$ cat src/rtl/frame_crc16_check_stamp_unit_macros.svh
// Assertion macros shared by the frame CRC check/stamp RTL.
// Each macro expects clk and rst_n to be visible in the using module.
`ifndef FRAME_CRC16_CHECK_STAMP_UNIT_MACROS_SVH
`define FRAME_CRC16_CHECK_STAMP_UNIT_MACROS_SVH

// Same-cycle implication, checked outside reset.
`define FCS_ASSERT_NOW(lbl, ante, cons, msg) \
  lbl: assert property (@(posedge clk) disable iff (!rst_n) (ante) |-> (cons)) \
    else $error(msg);

// Next-cycle implication, checked outside reset.
`define FCS_ASSERT_NEXT(lbl, ante, cons, msg) \
  lbl: assert property (@(posedge clk) disable iff (!rst_n) (ante) |=> (cons)) \
    else $error(msg);

`endif

$ cat src/rtl/fcs_pkg.sv
// Package for the frame CRC-16 check/stamp unit: result types, constants
// and the byte-wide CRC-16 update function. No dependencies.
package fcs_pkg;

  localparam logic [15:0] CRC_POLY  = 16'h1021;
  localparam logic [15:0] CRC_INIT  = 16'h0000;
  localparam logic [2:0]  COUNT_MAX = 3'd7;
  // Frame of at least five bytes means at least four bytes before the final one.
  localparam logic [2:0]  MIN_COUNT = 3'd4;

  localparam int QDEPTH = 4;
  localparam int QAW    = $clog2(QDEPTH);
  localparam int QCW    = $clog2(QDEPTH + 1);
  // A final byte can produce three results.
  localparam int MAX_PUSH = 3;

  typedef struct packed {
    logic [7:0] out_byte;
    logic       end_of_frame;
    logic       frame_ok;
  } res_t;

  typedef struct packed {
    logic [1:0]      n;
    res_t [2:0]      res;
  } push_t;

  // CRC-16, MSB first, one byte per call.
  function automatic logic [15:0] crc16_byte(input logic [15:0] crc, input logic [7:0] b);
    logic [15:0] c;
    c = crc ^ {b, 8'h00};
    for (int k = 0; k < 8; k++) begin
      if (c[15]) begin
        c = {c[14:0], 1'b0} ^ CRC_POLY;
      end else begin
        c = {c[14:0], 1'b0};
      end
    end
    return c;
  endfunction

endpackage

$ cat src/rtl/frame_crc16_check_stamp_unit.sv
// Top level of the frame CRC-16 check/stamp unit.
// Depends on fcs_pkg, fcs_core and fcs_outq.
//
//  Port group  Direction  Handshake          Payload
//  in_*        input      in_valid/in_ready  in_data_byte, in_is_final
//  out_*       output     out_valid/out_ready out_byte, out_end_of_frame, out_frame_ok
//  cfg_*       input      cfg_we             cfg_mode
//
// An accepted byte updates the frame state in the same cycle and its
// results (none or one for a body byte, one to three for the final byte)
// land in a four-entry result queue; the first can leave in the next cycle.
// The input takes one byte per cycle while the queue holds at most one
// item, so a stream of body bytes runs at one item per cycle while out_ready
// stays high; after a final byte the output port sets the pace at one result
// per cycle. Reset is synchronous and active low; it clears the mode to check,
// the CRC, the byte counter and the queue. A stall on out_ready lets the queue
// grow past one item, which drops in_ready; nothing is lost.

module frame_crc16_check_stamp_unit
  import fcs_pkg::*;
(
  input  logic       clk,
  input  logic       rst_n,
  input  logic       cfg_we,
  input  logic       cfg_mode,
  input  logic       in_valid,
  output logic       in_ready,
  input  logic [7:0] in_data_byte,
  input  logic       in_is_final,
  output logic       out_valid,
  input  logic       out_ready,
  output logic [7:0] out_byte,
  output logic       out_end_of_frame,
  output logic       out_frame_ok
);

  push_t push;
  res_t  head;
  logic  room;
  logic  in_acc;

  // The ready comes from registered queue state only.
  assign in_ready = room;
  assign in_acc   = in_valid && room;

  fcs_core u_core (
    .clk          (clk),
    .rst_n        (rst_n),
    .cfg_we       (cfg_we),
    .cfg_mode     (cfg_mode),
    .in_acc       (in_acc),
    .in_data_byte (in_data_byte),
    .in_is_final  (in_is_final),
    .push         (push)
  );

  fcs_outq u_outq (
    .clk       (clk),
    .rst_n     (rst_n),
    .push      (push),
    .room      (room),
    .out_valid (out_valid),
    .out_ready (out_ready),
    .out_res   (head)
  );

  assign out_byte         = head.out_byte;
  assign out_end_of_frame = head.end_of_frame;
  assign out_frame_ok     = head.frame_ok;

endmodule

$ cat src/rtl/fcs_core.sv
// Frame state for the CRC-16 check/stamp unit: mode register, delay line,
// byte counter and CRC accumulator. Uses fcs_pkg and the assertion macros.
`include "frame_crc16_check_stamp_unit_macros.svh"

module fcs_core
  import fcs_pkg::*;
(
  input  logic       clk,
  input  logic       rst_n,
  input  logic       cfg_we,
  input  logic       cfg_mode,
  input  logic       in_acc,
  input  logic [7:0] in_data_byte,
  input  logic       in_is_final,
  output push_t      push
);

  logic        mode_r;
  logic [15:0] crc_r, crc_nxt;
  logic [2:0]  cnt_r, cnt_nxt;
  logic [7:0]  held_r [2];
  logic [7:0]  held_nxt [2];
  logic        long_enough;
  logic [7:0]  h0, h1;
  logic        ok;

  always_ff @(posedge clk) begin
    if (!rst_n) begin
      mode_r <= 1'b0;
    end else if (cfg_we) begin
      mode_r <= cfg_mode;
    end
  end

  always_comb begin
    crc_nxt     = crc_r;
    cnt_nxt     = cnt_r;
    held_nxt    = held_r;
    push        = '0;
    long_enough = (cnt_r >= MIN_COUNT);
    h0          = held_r[0];
    h1          = held_r[1];
    ok          = 1'b0;

    if (long_enough) begin
      if (mode_r) begin
        h0 = crc_r[15:8];
        h1 = crc_r[7:0];
        ok = 1'b1;
      end else begin
        ok = ({held_r[0], held_r[1]} == crc_r);
      end
    end

    if (in_acc) begin
      if (!in_is_final) begin
        if (cnt_r >= 3'd2) begin
          push.n      = 2'd1;
          push.res[0] = '{out_byte: held_r[0], end_of_frame: 1'b0, frame_ok: 1'b0};
          crc_nxt     = crc16_byte(crc_r, held_r[0]);
          held_nxt[0] = held_r[1];
          held_nxt[1] = in_data_byte;
        end else begin
          held_nxt[cnt_r[0]] = in_data_byte;
        end
        if (cnt_r != COUNT_MAX) begin
          cnt_nxt = cnt_r + 3'd1;
        end
      end else begin
        if (cnt_r >= 3'd2) begin
          push.n      = 2'd3;
          push.res[0] = '{out_byte: h0, end_of_frame: 1'b0, frame_ok: 1'b0};
          push.res[1] = '{out_byte: h1, end_of_frame: 1'b0, frame_ok: 1'b0};
          push.res[2] = '{out_byte: in_data_byte, end_of_frame: 1'b1, frame_ok: ok};
        end else if (cnt_r == 3'd1) begin
          push.n      = 2'd2;
          push.res[0] = '{out_byte: h0, end_of_frame: 1'b0, frame_ok: 1'b0};
          push.res[1] = '{out_byte: in_data_byte, end_of_frame: 1'b1, frame_ok: ok};
        end else begin
          push.n      = 2'd1;
          push.res[0] = '{out_byte: in_data_byte, end_of_frame: 1'b1, frame_ok: ok};
        end
        crc_nxt = CRC_INIT;
        cnt_nxt = 3'd0;
      end
    end
  end

  always_ff @(posedge clk) begin
    if (!rst_n) begin
      crc_r <= CRC_INIT;
      cnt_r <= 3'd0;
    end else begin
      crc_r <= crc_nxt;
      cnt_r <= cnt_nxt;
    end
  end

  // The delay line holds payload only.
  always_ff @(posedge clk) begin
    held_r <= held_nxt;
  end

  `FCS_ASSERT_NEXT(a_frame_clears, in_acc && in_is_final, (cnt_r == 3'd0) && (crc_r == CRC_INIT), "frame state not cleared after final byte")
  `FCS_ASSERT_NOW(a_one_evict, in_acc && !in_is_final && (cnt_r >= 3'd2), push.n == 2'd1, "non-final byte with full delay line must emit one item")
  `FCS_ASSERT_NOW(a_final_emits, in_acc && in_is_final, push.res[push.n - 2'd1].end_of_frame, "last item of a final byte must carry end of frame")

endmodule

$ cat src/rtl/fcs_outq.sv
// Result queue for the frame CRC-16 check/stamp unit: takes up to three
// items per cycle, returns one. Uses fcs_pkg and the assertion macros.
`include "frame_crc16_check_stamp_unit_macros.svh"

module fcs_outq
  import fcs_pkg::*;
(
  input  logic  clk,
  input  logic  rst_n,
  input  push_t push,
  output logic  room,
  output logic  out_valid,
  input  logic  out_ready,
  output res_t  out_res
);

  res_t             q_r [QDEPTH];
  logic [QAW-1:0]   wr_r, rd_r;
  logic [QCW-1:0]   cnt_r, cnt_nxt;
  logic             pop;

  assign out_valid = (cnt_r != '0);
  assign pop       = out_valid && out_ready;
  assign out_res   = q_r[rd_r];
  // Room for the worst case of a final byte.
  assign room      = (cnt_r <= QCW'(QDEPTH - MAX_PUSH));

  assign cnt_nxt = cnt_r + QCW'(push.n) - QCW'(pop);

  always_ff @(posedge clk) begin
    if (!rst_n) begin
      wr_r  <= '0;
      rd_r  <= '0;
      cnt_r <= '0;
    end else begin
      wr_r  <= wr_r + QAW'(push.n);
      rd_r  <= rd_r + QAW'(pop);
      cnt_r <= cnt_nxt;
    end
  end

  always_ff @(posedge clk) begin
    for (int i = 0; i < MAX_PUSH; i++) begin
      if (2'(i) < push.n) begin
        q_r[wr_r + QAW'(i)] <= push.res[i];
      end
    end
  end

  `FCS_ASSERT_NOW(a_no_overflow, push.n != 2'd0, room, "items pushed without room in the queue")
  `FCS_ASSERT_NOW(a_cnt_bound, 1'b1, cnt_r <= QCW'(QDEPTH), "queue count beyond depth")
  `FCS_ASSERT_NEXT(a_cnt_hold, (push.n == 2'd0) && !pop, $stable(cnt_r), "queue count moved without push or pop")

endmodule

$ cat config.mk
export PLATFORM = sky130hd
export DESIGN_NAME = frame_crc16_check_stamp_unit
export DESIGN_NICKNAME = d
export VERILOG_FILES = /design/src/rtl/fcs_pkg.sv /design/src/rtl/frame_crc16_check_stamp_unit.sv /design/src/rtl/fcs_core.sv /design/src/rtl/fcs_outq.sv
export VERILOG_INCLUDE_DIRS = /design/src /design/src/rtl
export SDC_FILE = /design/constraint.sdc
export NUM_CORES = 1
export LEC_CHECK = 0
export ABC_AREA = 1
export BUFFER_PORTS_ARGS = -buffer_cell sky130_fd_sc_hd__clkbuf_2
export CORE_ASPECT_RATIO = 0.6
export CORE_MARGIN = 5
export CORE_UTILIZATION = 66
export DETAILED_ROUTE_END_ITERATION = 8
export PLACE_DENSITY = 0.82
export SLEW_MARGIN = 20
export SYNTH_ARGS = -nofsm -noshare
export SYNTH_HDL_FRONTEND = slang
export SYNTH_SLANG_ARGS = --single-unit
export TNS_END_PERCENT = 20
$ cat constraint.sdc
create_clock -name clk -period 4.02 [get_ports clk]
set_input_delay 0.402 -clock clk [delete_from_list [all_inputs] [get_ports clk]]
set_output_delay 0.402 -clock clk [all_outputs]
set_load 0.01 [all_outputs]
==> summary.txt, run 1 <==
Run status
  • Status: complete, no violations

Layout
  • Final Cell Area: 0.00588 mm^2
  • Layout cells sized above 1: 0.0937
  • Final Util: 0.743
  • Sequential cell area: 0.00222 mm^2
  • Fill count: 603
  • Total inserted antenna cells: 0
  • Multi-input combinational cell area: 0.00271 mm^2
  • P&R area growth vs syn: 9.03%
  • Nets: 809

Setup path
  • Critical Path Start Type: register
  • CP Max Fanout: 22
  • CP Class: reg -> out
  • Setup crit end kind: primary output
  • CP Data Arrival Time: 2.26 ns
  • Critical Path RT: 3.62 ns

Min path
  • Min-Delay Path Class: in -> reg

Detailed routing
  • Initial DRC Count: 1,123
  • First-pass DRT Iterations: 6
  • Final wirelength: 15,700 um
  • Via count: 5,433
  • Via/cell ratio: 6.05
  • Drt wl/cell: 17.5 um
  • DRC: 0
  • ANT nets after route: 0

Yosys
  • Top cells by area, synth: edfxtp_1, nand2_1, dfxtp_1
  • Mapped Avg Cell Area: 7.05 um^2
  • Simple-gate share of the synthesized area: 0.358
  • Seq/Total Area, Yosys: 0.412
  • Yosys warnings: 0
  • Mapped cell area: 0.00539 mm^2
  • Most used flip-flop cell after synthesis: edfxtp_1
  • Post-synthesis cell type count: 33
  • Synth area leader: edfxtp_1
  • Most frequent cells after synthesis: nand2_1, nor2_1, inv_1
  • Top-count cell post-synth: nand2_1
  • Seq cells post-synth: 83
  • Synth top area share: 0.312
  • Synth Area in Compound Gates: 0.108
  • Syn Nets: 789
  • Largest family of logic cells by synthesized area: simple AND/OR/NAND/NOR gates
  • Post-Synth XOR/XNOR Area: 0.0146
  • Number of synthesized flops with an enable pin: 56
  • Synth Area in Adders: 0.0223
  • Portion of netlist area occupied by mux cells: 0
  • Cells after synthesis: 765
  • Share of flip-flops with an asynchronous set or reset: 0

Floorplanning
  • Core area: 0.00791 mm^2
  • Die area: 0.0101 mm^2
  • IO Count: 27
  • Effective utilization at floorplan: 0.681
  • Core Rows: 25
  • DIE WIDTH: 127 um
  • Vert. Die Dim: 80.0 um

CTS
  • Hold buffers post-CTS: 0
  • Post-CTS sizing: 0
  • CTS Buffer Depth: 2
  • Clock transition at path regs: 0.06 ns
  • Clk sink count: 83
  • Root buffer cell: clkbuf_16
  • CTS H-tree depth: 3
  • CTS tree: yes
  • Total CTS buffers: 9
  • Skew-Pair Late Insertion Delay: 0.34 ns
  • Post-CTS Setup Inserts: 0

Power and ir drop
  • PwrDens: 470 mW/mm^2
  • Maximum VDD drop: 0.261 mV
  • Leakage: 2.80 nW

Place
  • Placer congestion estimate: 1.01
  • Dpl ws: 1.48 ns
  • I/O Buffers: 26
  • Post-DP HPWL: 11,900 um
  • Post-DP Area: 0.00556 mm^2

STA
  • Final Skew: 0.00566 ns
  • Achievable Freq: 376 MHz
  • Worst-Margin Slew: 1.11 ns
  • Final setup fails: 0
  • Setup WS post-layout: 1.36 ns
  • Final Cycle Share: 0.662
  • Setup tns final: 0 ns
  • Worst slew margin: 0.257
  • Final Hold Fails: 0
  • RSZ-0062 raised after global routing: false
  • Max Slew Vio Count: 0
  • Minimum clock period: 2.66 ns

Global routing
  • Overflow left after global routing: 0
  • Tot GR Track Use: 0.324
  • Largest net degree at the start of global routing: 33
  • First-pass GRT wire length: 25,500 um
  • Vias in the first global route: 4,907
  • Antenna violations before repair: 0

Job
  • Maximum Capacitance Violations: 0
## area by class of cell
| cell class | count | area share |
|---|---|---|
| clock buffer | 13 | 0.0462 |
| clock inverter | 3 | 0.00745 |
| inverter | 89 | 0.0570 |
| multi-input combinational | 572 | 0.461 |
| sequential | 83 | 0.378 |
| tap | 108 | 0.0230 |
| timing repair buffer | 30 | 0.0272 |
## power by group
part / switching (mW) / internal, mW
clock network: 0.328 / 0.537
registers: 0.0737 / 1.01
logic: 0.562 / 0.255
total: 0.964 / 1.80
## final timing paths
path,slack [ns],start,to,cells past startpoint
hold reg to reg,0.49,u_core.crc_r[8]$_SDFFE_PN0P_,u_core.crc_r[8]$_SDFFE_PN0P_,2
hold / removal,0.25,cfg_we,u_core.mode_r$_SDFFE_PN0P_,2
setup / recovery,1.36,u_outq.rd_r[0]$_SDFF_PN0_,out_frame_ok,4
setup reg to reg,1.50,u_core.cnt_r[2]$_SDFFE_PN0P_,u_outq.q_r[2][5]$_DFFE_PP_,5
## layer usage
layer | up-vias | GRT usage | share of wire | wire length, um
met1 | 2502 | 0.488 | 0.43 | 6720
li1 | 2509 | - | - | -
met2 | 397 | 0.471 | 0.41 | 6430
met3 | 25 | 0.0822 | 0.15 | 2420
met5 | - | 0 | 0 | 0
met4 | 0 | 0.0621 | 0.011 | 178
## per-stage QoR
step / hold slack, ns / power, mW / instances
after floorplan: 0.457 / 1.63 / 765
after global placement: 0.477 / 1.86 / 882
after detailed placement: 0.478 / 1.88 / 882
after CTS: 0.251 / 2.74 / 898
after global routing: 0.253 / 2.91 / 898
final: 0.252 / 2.76 / 898
## registers in the layout (all words and copies together), names as in the netlist
signal         cells
u_core.cnt_r       3
u_core.crc_r      16
u_core.held_r     16
u_core.mode_r      1
u_outq.cnt_r       3
u_outq.q_r        40
u_outq.rd_r        2
u_outq.wr_r        2
## worst max-delay path, cell delays in order (launching register included)
cell and delay (ns):
dfxtp_1 0.80, inv_1 0.51, o21ai_0 0.36, o22ai_1 0.11, clkbuf_2 0.14
## cell families after synthesis
family / after synthesis
AO/OA/AOI/OAI: 106
XOR/XNOR: 9
adder cells (fa/ha/maj): 9
buffers and inverters: 110
flip-flops: 83
AND/OR/NAND/NOR: 448
## layout by cell type, fill, tap and decap left out, types with 2 or more instances in the layout
cell / netlist / final
clkbuf_2: 0 / 26
o21ai_0: 45 / 45
buf_4: 1 / 4
inv_1: 82 / 82
clkbuf_1: 7 / 2
nor2_8: 5 / 5
xor2_1: 4 / 4
nand2_2: 5 / 5
o22ai_1: 19 / 19
clkbuf_16: 0 / 10
a21oi_1: 31 / 31
nand3_1: 57 / 57
edfxtp_1: 56 / 56
inv_2: 6 / 6
nor2_2: 3 / 3
nor3_1: 2 / 2
nand4_1: 4 / 4
nor2_4: 3 / 3
nor2_1: 106 / 106
xnor2_1: 5 / 5
o211ai_1: 7 / 7
clkinv_2: 1 / 2
nand2_1: 256 / 256
nand2_4: 5 / 5
dfxtp_1: 27 / 27
ha_1: 8 / 8
No activity file was read; power rests on OpenSTA's default activity.
==> run 2, diff against run 1 <==
--- a/config.mk
+++ b/config.mk
@@ -10,9 +10,9 @@
 export BUFFER_PORTS_ARGS = -buffer_cell sky130_fd_sc_hd__clkbuf_2
 export CORE_ASPECT_RATIO = 0.6
 export CORE_MARGIN = 5
-export CORE_UTILIZATION = 66
+export CORE_UTILIZATION = 56
 export DETAILED_ROUTE_END_ITERATION = 8
-export PLACE_DENSITY = 0.82
+export PLACE_DENSITY = 0.74
 export SLEW_MARGIN = 20
 export SYNTH_ARGS = -nofsm -noshare
 export SYNTH_HDL_FRONTEND = slang
==> constraint.sdc (replaced) <==
create_clock -name clk -period 2.2 [get_ports clk]
set_input_delay 0.22 -clock clk [delete_from_list [all_inputs] [get_ports clk]]
set_output_delay 0.22 -clock clk [all_outputs]
set_load 0.01 [all_outputs]
==> summary.txt, run 2 (synthesis results as in run 1) <==
STA
  • Final setup fails: 0 (unchanged)
  • Final Skew: 0.00851 ns (+0.00285 ns)
  • Hold WS: 0.0748 ns (-0.177 ns)
  • Final Hold Fails: 0 (unchanged)
  • Achievable Freq: 474 MHz
  • Setup tns final: 0 ns (unchanged)
  • Final Cycle Share: 0.958
  • RSZ-0062 raised after global routing: true
  • Worst-Margin Slew: 0.833 ns (-0.276 ns)
  • Max Slew Vio Count: 0 (unchanged)
  • Worst slew margin: 0.443 (+0.185)
  • Minimum clock period: 2.11 ns

CTS
  • Clk sink count: 83 (unchanged)
  • Root buffer cell: clkbuf_16
  • CTS Buffer Depth: 2 (unchanged)
  • Skew-Pair Late Insertion Delay: 0.34 ns (about the same)
  • Post-CTS sizing: 0 (unchanged)
  • CTS tree: yes
  • Clock transition at path regs: 0.06 ns (about the same)
  • Post-CTS Setup Inserts: 0 (unchanged)
  • Hold buffers post-CTS: 0 (unchanged)
  • CTS H-tree depth: 3 (unchanged)
  • Total CTS buffers: 9 (unchanged)

Layout
  • Nets: 829 (+2.5%)
  • Layout cells sized above 1: 0.120 (+0.0262)
  • P&R area growth vs syn: 12.3%
  • Most common cell after layout, fill and taps aside: nand2_1
  • Final Cell Area: 0.00606 mm^2 (+3.0%)
  • Total inserted antenna cells: 0 (unchanged)
  • Fill count: 813 (+35%)
  • Largest reg by FF count: u_outq.q_r
  • Regs by FF count: u_outq.q_r x40, u_core.crc_r x16, u_core.held_r x16
  • Most frequent cells in the layout: nand2_1, nor2_1, inv_1, nand3_1, edfxtp_1
  • Max FFs per register: 40 (unchanged)

Place
  • Post-DP Area: 0.00573 mm^2 (+3.1%)
  • I/O Buffers: 26 (unchanged)
  • Placer congestion estimate: 0.922 (-8.8%)
  • Post-DP HPWL: 12,200 um (+2.3%)

Power and ir drop
  • Sw Ratio: 0.349 (about the same)
  • Leakage: 2.88 nW (+2.9%)
  • Comb power frac: 0.326 (+0.030)
  • Reg power frac: 0.385 (-0.006)
  • PwrDens: 824 mW/mm^2 (+75%)
  • Maximum VDD drop: 0.532 mV (+100%)
  • Clock share of power: 0.289 (-0.024)
  • Total power after layout: 4.99 mW (+81%)
  • Pint: 3.25 mW (+81%)
  • Psw: 1.74 mW (+81%)

Global routing
  • Antenna violations before repair: 0 (unchanged)
  • Overflow left after global routing: 0 (unchanged)
  • Largest net degree at the start of global routing: 29 (-12%)
  • First-pass GRT wire length: 25,300 um (-0.79%)
  • Tot GR Track Use: 0.281 (-0.0434)
  • Vias in the first global route: 4,833 (-1.5%)

Detailed routing
  • Final wirelength: 15,800 um (+0.56%)
  • Via/cell ratio: 5.67 (-6.3%)
  • Via count: 5,322 (-2.0%)
  • First-pass DRT Iterations: 5 (-1)
  • ANT nets after route: 0 (unchanged)
  • Drt wl/cell: 16.9 um (-3.8%)
  • DRC: 0 (unchanged)
  • Initial DRC Count: 734 (-35%)

Job
  • Maximum Capacitance Violations: 0 (unchanged)

Floorplanning
  • Effective utilization at floorplan: 0.580 (-0.101)
  • Die area: 0.0118 mm^2 (+16%)
  • DIE WIDTH: 137 um (+7.9%)
  • Core area: 0.00929 mm^2 (+17%)
  • Core Rows: 27 (+8.0%)
  • IO Count: 27 (unchanged)
  • Vert. Die Dim: 86.0 um (+7.5%)

Setup path
  • CP Data Arrival Time: 2.32 ns (+0.06 ns)
  • CP Max Fanout: 4 (-82%)
  • CP Class: reg -> reg
  • Reg2reg path depth: 11 (+6)
  • Critical Path Start Type: register
  • Critical Path RT: 2.41 ns (-1.21 ns)
  • Setup crit end kind: register

Min path
  • Worst hold stages: 2 (unchanged)
  • Min-Delay Path Class: in -> reg

Run status
  • Status: complete, no violations
-- run 2: critical path, stage by stage (launching register included) --
cell and delay [ns]:
dfxtp_1 0.31, inv_1 0.09, ha_2 0.20, inv_2 0.07, nand2_4 0.09, nand2_1 0.08
ha_1 0.29, inv_1 0.05, fa_1 0.45, xor2_2 0.16, o21ai_1 0.13, a21oi_1 0.05
-- run 2: final cells by class --
cell class,instances,area (um^2),share of cell area
Multi-Input combinational cell,572,2750,0.454
Sequential cell,83,2220,0.367
Inverter,89,335,0.0554
Timing Repair Buffer,50,310,0.0512
Clock buffer,12,236,0.0390
Tap cell,130,163,0.0269
Clock inverter,3,42.5,0.00702
-- run 2: per-stage QoR --
| step | utilization | instances | worst slack, ns |
|---|---|---|---|
| finish | 0.652 | 939 | 0.0921 |
| global route | 0.652 | 939 | -0.0642 |
| CTS | 0.647 | 938 | 0.0241 |
| detailed placement | 0.617 | 923 | 0.0615 |
| global placement | 0.617 | 923 | 0.102 |
| floorplan | - | 765 | 0.0296 |
-- run 2: final timing paths --
check | slack, ns | to | startpoint
worst min register to register | 0.49 | u_core.crc_r[11]$_SDFFE_PN0P_ | u_core.crc_r[11]$_SDFFE_PN0P_
worst max-delay path | 0.09 | u_outq.cnt_r[2]$_SDFF_PN0_ | u_core.cnt_r[1]$_SDFFE_PN0P_
worst max register to register | 0.09 | u_outq.cnt_r[2]$_SDFF_PN0_ | u_core.cnt_r[1]$_SDFFE_PN0P_
worst min-delay path | 0.07 | u_core.mode_r$_SDFFE_PN0P_ | cfg_we
-- run 2: routing by layer --
metal,track usage,share of wire,vias to the layer above
met3,0.0686,0.13,23
met4,0.0677,0.012,0
met1,0.430,0.46,2440
li1,-,-,2554
met2,0.394,0.40,305
met5,0,0,-
-- run 2: power groups by stage --
stage / combinational (mW) / sequential (mW) / clock, mW
after floorplan: 1.05 / 1.93 / 0
after global placement: 1.52 / 1.95 / 0
after detailed placement: 1.56 / 1.95 / 0
after CTS: 1.57 / 1.92 / 1.46
after global routing: 1.82 / 1.94 / 1.54
final: 1.63 / 1.92 / 1.44
